===== config.mk =====
export PLATFORM = sky130hd
export DESIGN_NAME = spcu_leg
export DESIGN_NICKNAME = d
export VERILOG_FILES = /design/src/hdl/spcu_pkg.sv /design/src/hdl/spcu_leg.sv
export SDC_FILE = /design/constraint.sdc
export NUM_CORES = 1
export LEC_CHECK = 0
export BUFFER_PORTS_ARGS = -buffer_cell sky130_fd_sc_hd__buf_4
export CAP_MARGIN = 10
export CORE_AREA = 2 2 39 41
export DETAILED_ROUTE_END_ITERATION = 10
export DIE_AREA = 0 0 41 43
export SYNTH_ARGS = -nofsm -noshare
export SYNTH_HDL_FRONTEND = slang
export SYNTH_SLANG_ARGS = --single-unit

===== constraint.sdc =====
create_clock -name vclk -period 1
set_input_delay 0.1 -clock vclk [all_inputs]
set_output_delay 0.1 -clock vclk [all_outputs]
set_load 0.01 [all_outputs]

===== src/hdl/spcu_pkg.sv =====
package spcu_pkg;

    // Default sizes of the graph and of a group code.
    localparam int NODE_COUNT_DEF = 64;
    localparam int GROUP_BITS_DEF = 16;
    localparam int COUNT_W        = 6;

    // Operation codes.
    localparam logic [1:0] OP_SET    = 2'd0;
    localparam logic [1:0] OP_TOGGLE = 2'd1;
    localparam logic [1:0] OP_READ   = 2'd2;

    // Pair types.
    localparam logic [2:0] PT_COMMON  = 3'd0;
    localparam logic [2:0] PT_OUT_TWO = 3'd1;
    localparam logic [2:0] PT_IN_TWO  = 3'd2;
    localparam logic [2:0] PT_RECIP   = 3'd3;
    localparam logic [2:0] PT_OUT_SH  = 3'd4;
    localparam logic [2:0] PT_IN_SH   = 3'd5;

    // Configuration register indexes.
    localparam logic REG_PAIR_TYPE    = 1'b0;
    localparam logic REG_GROUP_FILTER = 1'b1;

    // Count increments, modulo 64.
    localparam logic [COUNT_W-1:0] CNT_PLUS_ONE  = 6'd1;
    localparam logic [COUNT_W-1:0] CNT_MINUS_ONE = 6'h3F;
    localparam logic [COUNT_W-1:0] CNT_PLUS_TWO  = 6'd2;
    localparam logic [COUNT_W-1:0] CNT_MINUS_TWO = 6'h3E;

    typedef struct packed {
        logic [1:0]  operation;
        logic [5:0]  first_node;
        logic [5:0]  second_node;
        logic [15:0] attribute_code;
    } req_t;

    typedef struct packed {
        logic [5:0] pair_count;
        logic       edge_present;
        logic       status;
    } rsp_t;

    // Result of evaluating one walked node.
    typedef struct packed {
        logic               hit;
        logic               swap;
        logic               both;
        logic [COUNT_W-1:0] amount;
    } leg_t;

    typedef enum logic [3:0] {
        S_CLEAR,
        S_IDLE,
        S_LOAD_A,
        S_LOAD_B,
        S_LOAD_C,
        S_GK,
        S_EVAL,
        S_UPD1,
        S_UPD2,
        S_COMMIT
    } state_t;

    // True when the walk in this phase runs over the tail node's rows.
    function automatic logic base_is_tail(input logic [2:0] ptype, input logic phase);
        logic r;
        r = 1'b0;
        unique case (ptype)
            PT_COMMON:  r = ~phase;
            PT_OUT_TWO: r = phase;
            PT_IN_TWO:  r = phase;
            PT_RECIP:   r = ~phase;
            PT_OUT_SH:  r = 1'b0;
            PT_IN_SH:   r = 1'b1;
            default:    r = 1'b0;
        endcase
        return r;
    endfunction

endpackage


===== src/hdl/spcu_leg.sv =====
module spcu_leg
    import spcu_pkg::*;
(
    input  logic [2:0] ptype,
    input  logic       phase,
    input  logic       ob,
    input  logic       ib,
    input  logic       k_is_other,
    input  logic       filter,
    input  logic       geq,
    input  logic       dec,
    output leg_t       leg
);

    logic bit_hit;
    logic two;

    // Decide whether the walked node closes a two-path and by how much it counts.
    always_comb
    begin
        bit_hit  = 1'b0;
        two      = 1'b0;
        leg.swap = 1'b0;
        leg.both = 1'b0;
        unique case (ptype)
            PT_COMMON:
            begin
                bit_hit  = ob | ib;
                two      = ob & ib;
                leg.both = 1'b1;
            end
            PT_OUT_TWO, PT_IN_TWO:
            begin
                bit_hit  = phase ? ib : ob;
                leg.swap = phase;
            end
            PT_RECIP:
            begin
                bit_hit  = ob & ib;
                leg.both = 1'b1;
            end
            PT_OUT_SH:
            begin
                bit_hit  = ib;
                leg.both = 1'b1;
            end
            PT_IN_SH:
            begin
                bit_hit  = ob;
                leg.both = 1'b1;
            end
            default:
            begin
                bit_hit = 1'b0;
            end
        endcase
        leg.hit = bit_hit & ~k_is_other & (~filter | geq);
        if (two)
            leg.amount = dec ? CNT_MINUS_TWO : CNT_PLUS_TWO;
        else
            leg.amount = dec ? CNT_MINUS_ONE : CNT_PLUS_ONE;
    end

endmodule


== Yosys cells after proc, flatten, opt, wreduce, memory -nomap -nowiden ==
Cells that the tools add are included.
Storage, ports and cells
  register bits: 0
  logic and storage cells: 23
  bits of input ports: 10
  output and inout bits: 9
Operators by class
  reduce and logical (&&, ||, !) cells: 3
  bitwise logic cells: 7
  mux-type cells: 8
  eq/ne operators: 5
Operator list (number)
  2-to-1 mux 6 bit: 3
  == test 3 x 2 -> 1 bit, second input constant: 2
  == test 3 bit, second input constant: 2
  one-hot mux 1 bit (5 select lines): 1
  2-to-1 mux 1 bit: 4
  OR reduction 4 bit: 1
  AND 1 bit: 3
  == test 3 x 1 -> 1 bit, second input constant: 1
  logical NOT 3 bit: 1
  inverter 1 bit: 2
  bitwise OR 1 bit: 2
  OR reduction 2 bit: 1

== Logic depth before layout (Yosys ltp) ==
Gate-level depths: netlist (run 1).
  depth in word-level cells: 5
  depth in mapped cells: 3
  depth with buffers taken out: 3

== Worst setup path before layout (run 1) ==
OpenSTA, ideal clock, no wires.
  path kind: input to output
  start point: input port phase
  end point: output port leg[8] in the netlist's numbering
  stages on the path: 3
  path slack: 225 ps
  required time: 900 ps
  path buffers: 0
  arrival: 675 ps
  cells stage by stage: mux2_4 a22oi_2 o22ai_1
RTL lines
  start: declaration: line spcu_leg.sv:5  | input logic phase,
  end: declaration: line spcu_leg.sv:12  | output leg_t leg

==> results.txt, run 1 <==
- The first global-routing pass estimated about 710 um of wire.
* Synth Instances: 20
- DR WL/cell: 9.04 um
* DRC violations left: 0
- The initial antenna violation count is 0.
- Detailed placement ended at an HPWL of between 400 and 500 um.
- Crit Path Max Fanout: 2
- For this block, the initial DRC count from the detailed router was 1.
- The floorplan step set the die height to about 43 um.
- The worst path uses approximately 96% of the clock period.
* Worst slew margin relative to its limit: between 80% and 90%
* Count of synthesis-stage warnings from yosys: 0
- Longest individual stage delay on the worst path: 0.29 ns
* Number of placement rows: 14
- Excluding fillers, the count of instances in the completed layout stands at 52.
* Number of stages on the worst hold path: 2
- Finish-stage setup viols: 0
- Mean instance size in the synthesized netlist: around 8.1 um^2
- After detailed routing, the number of vias per cell comes to approximately 3.8.
* Clock Buffer Count: 0
- After detailed placement, the design holds a cell count of between 50 and 60.
- The signal on the critical path passes through buf_6 -> mux2_4 -> a22oi_2 -> o22ai_1 -> buf_4.
- Worst setup SP type: input pin
- Number of max-capacitance violations reported: 0
- The synthesized netlist contains 14 unique library cells.
- Setup repair after global routing missed its margin: no
* Critical setup path kind: in -> out
* Number of max-slew violations in the final report: 0
* Antenna violation net count after detailed routing: 0
- Capturing element of the worst setup path: leg[8]
- Floorplan die area: 1760 um^2
- At the end of routability-driven placement, the weighted congestion stood at ~0.70.
* Leakage power total: 0.145 nW
- The path class of the tightest hold or removal check is in -> out.
* Antenna diode count: 0
* Net count after synthesis: 30
* Total area of sequential cells: 0 um^2
* Power Dens Cells: about 440 nW/um^2
* Via count of the first global-routing pass: approximately 190
* Register area share after synthesis: 0%
- Cells with a size suffix above 1 make up a little under two thirds of the layout.
- Endpoint arrival time on the critical path: between 0.8 and 0.9 ns
- Tracing the worst setup path back leads to its startpoint at phase.
- Category of the worst setup path capture point: primary output
* Placeable core area: between 1000 and 1500 um^2
- Cell area after synthesis: around 160 um^2
- Worst Hold Slack: approximately 0.41 ns
- Across every metal layer, demand over resource in global routing totals under 10%.
* Highest ir drop seen on vdd: a little over 0.1 mV
* Count of nets after finishing: 48
- After routing, the total negative slack on setup checks comes to 0 ns.
- Most common library cell in the layout ignoring fill and taps: sky130_fd_sc_hd__buf_4
- Entering global routing, the biggest net connects 7 pins.
* Number of ports placed on the die boundary: 19
- Total wire length after detailed routing: about 470 um
* Most frequent cells in the layout: sky130_fd_sc_hd__buf_4, sky130_fd_sc_hd__nor2b_1, sky130_fd_sc_hd__a211o_1, sky130_fd_sc_hd__xnor2_1
- The total overflow left after global routing is 0.
* Number of failing hold endpoints at the final stage: 0
- For this design, the slowest cell found on the critical path is sky130_fd_sc_hd__mux2_4.
- Worst slew pin tran: 0.162 ns
* Area growth, synth to finish: 88.5%
* Detailed Routing Iterations Pass 1: 2
- For this run, the share of the core covered by cells in the final layout is between 20 and 25%.
- There are 0 flip-flops and latches.
- Quantity of I/O buffers inserted on ports: 19
- Horiz. Die Dim: slightly above 40 um
- Clock period minus final worst setup slack: 0.958 ns
- The initial utilization of the core area, before any placement, comes to a little under an eighth.
- FMAX: roughly 1.0 GHz
- Number of vias after detailed routing: a little under 200
- Required arrival time at the worst endpoint: ~0.9 ns
* Result of the run: finished clean
==> Yosys cell counts, drive strengths merged <==
master | n | area share, %
nand4bb | 1 | 6.9
a22oi | 1 | 7.7
o22ai | 1 | 3.8
nand2b | 1 | 3.8
nor2b | 2 | 7.7
o21bai | 1 | 4.6
inv | 1 | 2.3
a211o | 2 | 11
nand2 | 1 | 2.3
a31oi | 1 | 3.8
buf | 4 | 18
nor3b | 1 | 7.7
mux2 | 1 | 9.2
xnor2 | 2 | 11
==> cells by family (layout without fill, tap and decap cells) <==
logic type	after synthesis	in the layout	share of synthesized area, %
multiplexers	1	1	9.23
AND/OR/NAND/NOR	6	6	28.5
XOR/XNOR	2	2	10.8
AO/OA/AOI/OAI	6	6	30.8
buffers and inverters	5	21	20.8
==> worst max-delay path, delay by kind of cell <==
kind	cells	cell delay, ns
mux	1	0.29
compound gates	2	0.23
buf+inv	2	0.24
==> timing repair <==
action | CTS | global route
setup buffers | 0 | 0
pin swaps | 2 | 0
hold buffers | 0 | 0
resized for setup | 0 | 1
setup endpoints to repair | 1 | 1
==> stage by stage <==
stage	area (um^2)	setup WS, ns	power (W)
6_report	307	0.0418	0.000134
5_1_grt	307	0.0199	0.000146
4_1_cts	303	0.0141	0.000135
3_5_place_dp	303	-0.0213	0.000134
3_3_place_gp	303	-0.0251	0.000133
2_1_floorplan	163	0.225	0.0000631
==> metal layers <==
layer	share of wire (%)	up-vias	global-route usage, %	wire, um
li1	-	102	-	-
met1	41	84	6.96	191
met2	48	12	10.0	227
met3	11	0	0	51
met4	0	0	0	0
met5	0	-	0	0
==> final cells by class <==
cell class | instances | area [um^2]
fillers | 163 | 1080
repair buffers | 20 | 154
multi-input cells | 15 | 129
well taps | 16 | 20.0
inverters | 1 | 3.75
==> report_power, final <==
group | switching (W) | total (W) | leakage, nW | internal [W]
clock network | 0 | 0 | 0 | 0
registers | 0 | 0 | 0 | 0
logic | 0.0000534 | 0.000134 | 0.145 | 0.0000804
total | 0.0000534 | 0.000134 | 0.145 | 0.0000804
==> worst min-delay path by stage <==
| stage | startpoint | endpoint |
|---|---|---|
| after detailed placement | dec | leg[4] |
| final | dec | leg[5] |
| after floorplan | ptype[2] | leg[7] |
| after global placement | dec | leg[5] |
| after global routing | dec | leg[2] |
| after CTS | dec | leg[4] |
Power figures use the tool's default switching activity.
==> run 2, diff against run 1 <==
GPL_TIMING_DRIVEN = 0   (was unset)
SETUP_SLACK_MARGIN = 0.05   (was unset)
==> run 2 against run 1 <==
- via count up 8.6%
- count of clock-buffer cells in the layout unchanged
- non-clock buffer count rose by 3
- total power rose by 6.7%
- critical endpoint unchanged
- worst hold slack improved by 0.076 ns
- first-iteration DRC count grew 100%
- die area unchanged
- critical path depth unchanged
- highest routed layer unchanged
- routed wire length shrank 0.21%
- flip-flop and latch count unchanged
- worst setup slack worse by 0.0054 ns
- largest power group unchanged
- combinational power up 7%
==> results.txt, run 2 (synthesis gave the netlist of run 1 again) <==
* Most common library cell in the layout ignoring fill and taps: sky130_fd_sc_hd__buf_4 (unchanged)
* Initial antenna violation count: 0 (unchanged)
- Clock period minus final worst setup slack: 0.964 ns (was 0.958 ns)
- The number of detailed-route iterations in the first pass came to 3 (was 2).
- The net load switching power came to 0.0000540 W (was 0.0000534 W).
- The clock share of power came to 0% (about the same).
- The clock buffer count in the final layout came to 0 (unchanged).
* Share of post-route cells with drive strength above 1: 66.7% (was 63.9%)
- Worst setup SP type: input pin (unchanged)
- Result of the run: finished clean (unchanged)
* Filler cell count in the final layout: 158 (was 163)
- Number of placement rows: 14 (unchanged)
- The largest incremental delay on the critical path was 0.29 ns (about the same).
- The number of antenna cells inserted came to 0 (unchanged).
* Total wire length after detailed routing: 469 um (was 470 um)
* Iteration-0 DRC count of the detailed router: 2 (was 1)
- The number of slew-limit violations in the final report was 0 (unchanged).
- The post-route antenna net violation count came to 0 (unchanged).
* Final clock period utilization by the worst path: 96.4% (was 95.8%)
- Number of max-capacitance violations reported: 0 (unchanged)
* Quantity of I/O buffers inserted on ports: 19 (unchanged)
* Vias per cell: 3.91 (was 3.81)
- Via count of the first global-routing pass: 179 (was 186)
* Area growth, synth to finish: 105% (was 88.5%)
- The transition time of the tightest slew-check pin came to 0.160 ns (was 0.162 ns).
- End-of-flow core utilization: 24.1% (was 22.2%)
- The overall track demand over capacity in global routing was 5.39% (unchanged).
- The cell with the largest stage delay on the worst path is sky130_fd_sc_hd__mux2_4 (unchanged).
* Endpoint of the worst hold-timing path: leg[7] (was leg[5])
- Starting Density: 11.8% (unchanged)
- Worst slew margin relative to its limit: 89.2% (was 89.1%)
- The data arrival at the endpoint of the critical path was 0.86 ns (about the same).
- The net switching fraction of the power came to 37.8% (was 39.9%).
* Highest ir drop seen on vdd: 0.105 mV (was 0.102 mV)
* Power Dens Cells: 429 nW/um^2 (was 436 nW/um^2)
- The die span in y came to 43 um (unchanged).
- Count of nets after finishing: 51 (was 48)
* Hold/Removal Path Class: in -> out (unchanged)
- The internal cell power was 0.0000887 W (was 0.0000804 W).
- The number of cells in the design after placement was 55 (was 52).
- The wire length of the first global-routing pass came to 724 um (was 710 um).
- Worst-path cell chain: buf_6 -> mux2_4 -> a22oi_2 -> o22ai_1 -> buf_4 (unchanged).
* Number of vias after detailed routing: 215 (was 198)
* Routability-driven placement congestion ratio: 0.715 (was 0.699)
- The maximum number of pins on one net before global-route repair was 7 (unchanged).
* Final sequential cell count: 0 (unchanged)
- Most frequent cells in the layout: sky130_fd_sc_hd__buf_4, sky130_fd_sc_hd__nor2b_1, sky130_fd_sc_hd__a211o_1, sky130_fd_sc_hd__xnor2_1, sky130_fd_sc_hd__buf_6 (was sky130_fd_sc_hd__buf_4, sky130_fd_sc_hd__nor2b_1, sky130_fd_sc_hd__a211o_1, sky130_fd_sc_hd__xnor2_1).
* Worst hold start: ptype[2] (was dec)
- The final global-route overflow total came to 0 (unchanged).
- The final hold violation count was 0 (unchanged).
- The core area is 1380 um^2 (unchanged).
- FMAX: 1.04 GHz (about the same)
- DPL Wire Length: 416 um (was 412 um)
- The leakage power was 0.160 nW (was 0.145 nW).
- The total setup violations reported at the end of the flow is 0 (unchanged).
- Floorplan die area: 1760 um^2 (unchanged)
- The type of the setup path with the least slack is in -> out (unchanged).
* Category of the worst setup path capture point: primary output (unchanged)
- Total area of sequential cells: 0 um^2 (unchanged)
- Horiz. Die Dim: 41 um (unchanged)
* Portion of total power attributed to combinational logic: 100.0% (about the same)
* Required arrival time at the worst endpoint: 0.90 ns (about the same)
- Setup repair after global routing missed its margin: yes (was no)
- The sequential share of power came to 0% (about the same).
- The average wire per standard cell is 8.53 um (was 9.04 um).
* Number of ports placed on the die boundary: 19 (unchanged)
- DRC violations left: 0 (unchanged)
- Crit Path Max Fanout: 2 (unchanged)
* Post-route insts no fill: 55 (was 52)
- Number of stages on the worst hold path: 3 (was 2)
==> run 2: cell types whose count changed in the layout (fill, tap and decap cells not counted) <==
cell / previous run / this run
sky130_fd_sc_hd__buf_6: 1 / 2
sky130_fd_sc_hd__buf_4: 19 / 21
==> run 2: repair_timing <==
action                                  CTS  global route
endpoints found under the setup margin    1             1
resized for setup                         2             0
hold buffers                              0             0
pin swaps                                 2             0
buffers inserted                          0             0
==> run 2: worst max path at each step <==
stage,startpoint,endpoint,slack [ns],cells after the start
after floorplan,phase,leg[8],0.22,3
after global placement,phase,leg[8],-0.03,5
after detailed placement,phase,leg[8],-0.03,5
after CTS,phase,leg[8],0.03,5
after global routing,phase,leg[8],0.01,5
final,phase,leg[8],0.04,5
==> run 2: per-stage QoR <==
step                setup WS, ns  total power (W)  hold WS, ns  TNS, ns  area [um^2]
finish                    0.0364         0.000143        0.488        0          333
global route              0.0106         0.000156        0.508        0          333
CTS                       0.0319         0.000145        0.490        0          333
detailed placement       -0.0328         0.000142        0.490  -0.0328          325
global placement         -0.0344         0.000141        0.485  -0.0344          325
floorplan                  0.225        0.0000631        0.233        0          163
==> run 2: power by group through the flow <==
stage / Clock (W) / Sequential, W / Combinational (W)
6_report: 0 / 0 / 0.000143
2_1_floorplan: 0 / 0 / 0.0000631
3_5_place_dp: 0 / 0 / 0.000142
5_1_grt: 0 / 0 / 0.000156
3_3_place_gp: 0 / 0 / 0.000141
4_1_cts: 0 / 0 / 0.000145
==> run 2: per-layer routing <==
metal	share of wire (%)	wire (um)	up-vias	GRT usage, %
li1	-	-	108	-
met1	38	178	95	7.28
met2	51	239	12	9.69
met3	11	50	0	0
met4	0	0	0	0
met5	0	0	-	0
==> run 2: critical path, delay by kind of cell <==
| family | cells | cell delay (ns) |
|---|---|---|
| AO/OA/AOI/OAI | 2 | 0.23 |
| buffers and inverters | 2 | 0.25 |
| multiplexers | 1 | 0.29 |
==> run 2: final cells by class <==
cell class	count	area, um^2	area share [%]
Buffer	4	30.0	9.02
Inverter	1	3.75	1.13
Multi-Input combinational cell	15	129	38.7
Tap cell	16	20.0	6.02
Timing Repair Buffer	19	150	45.1
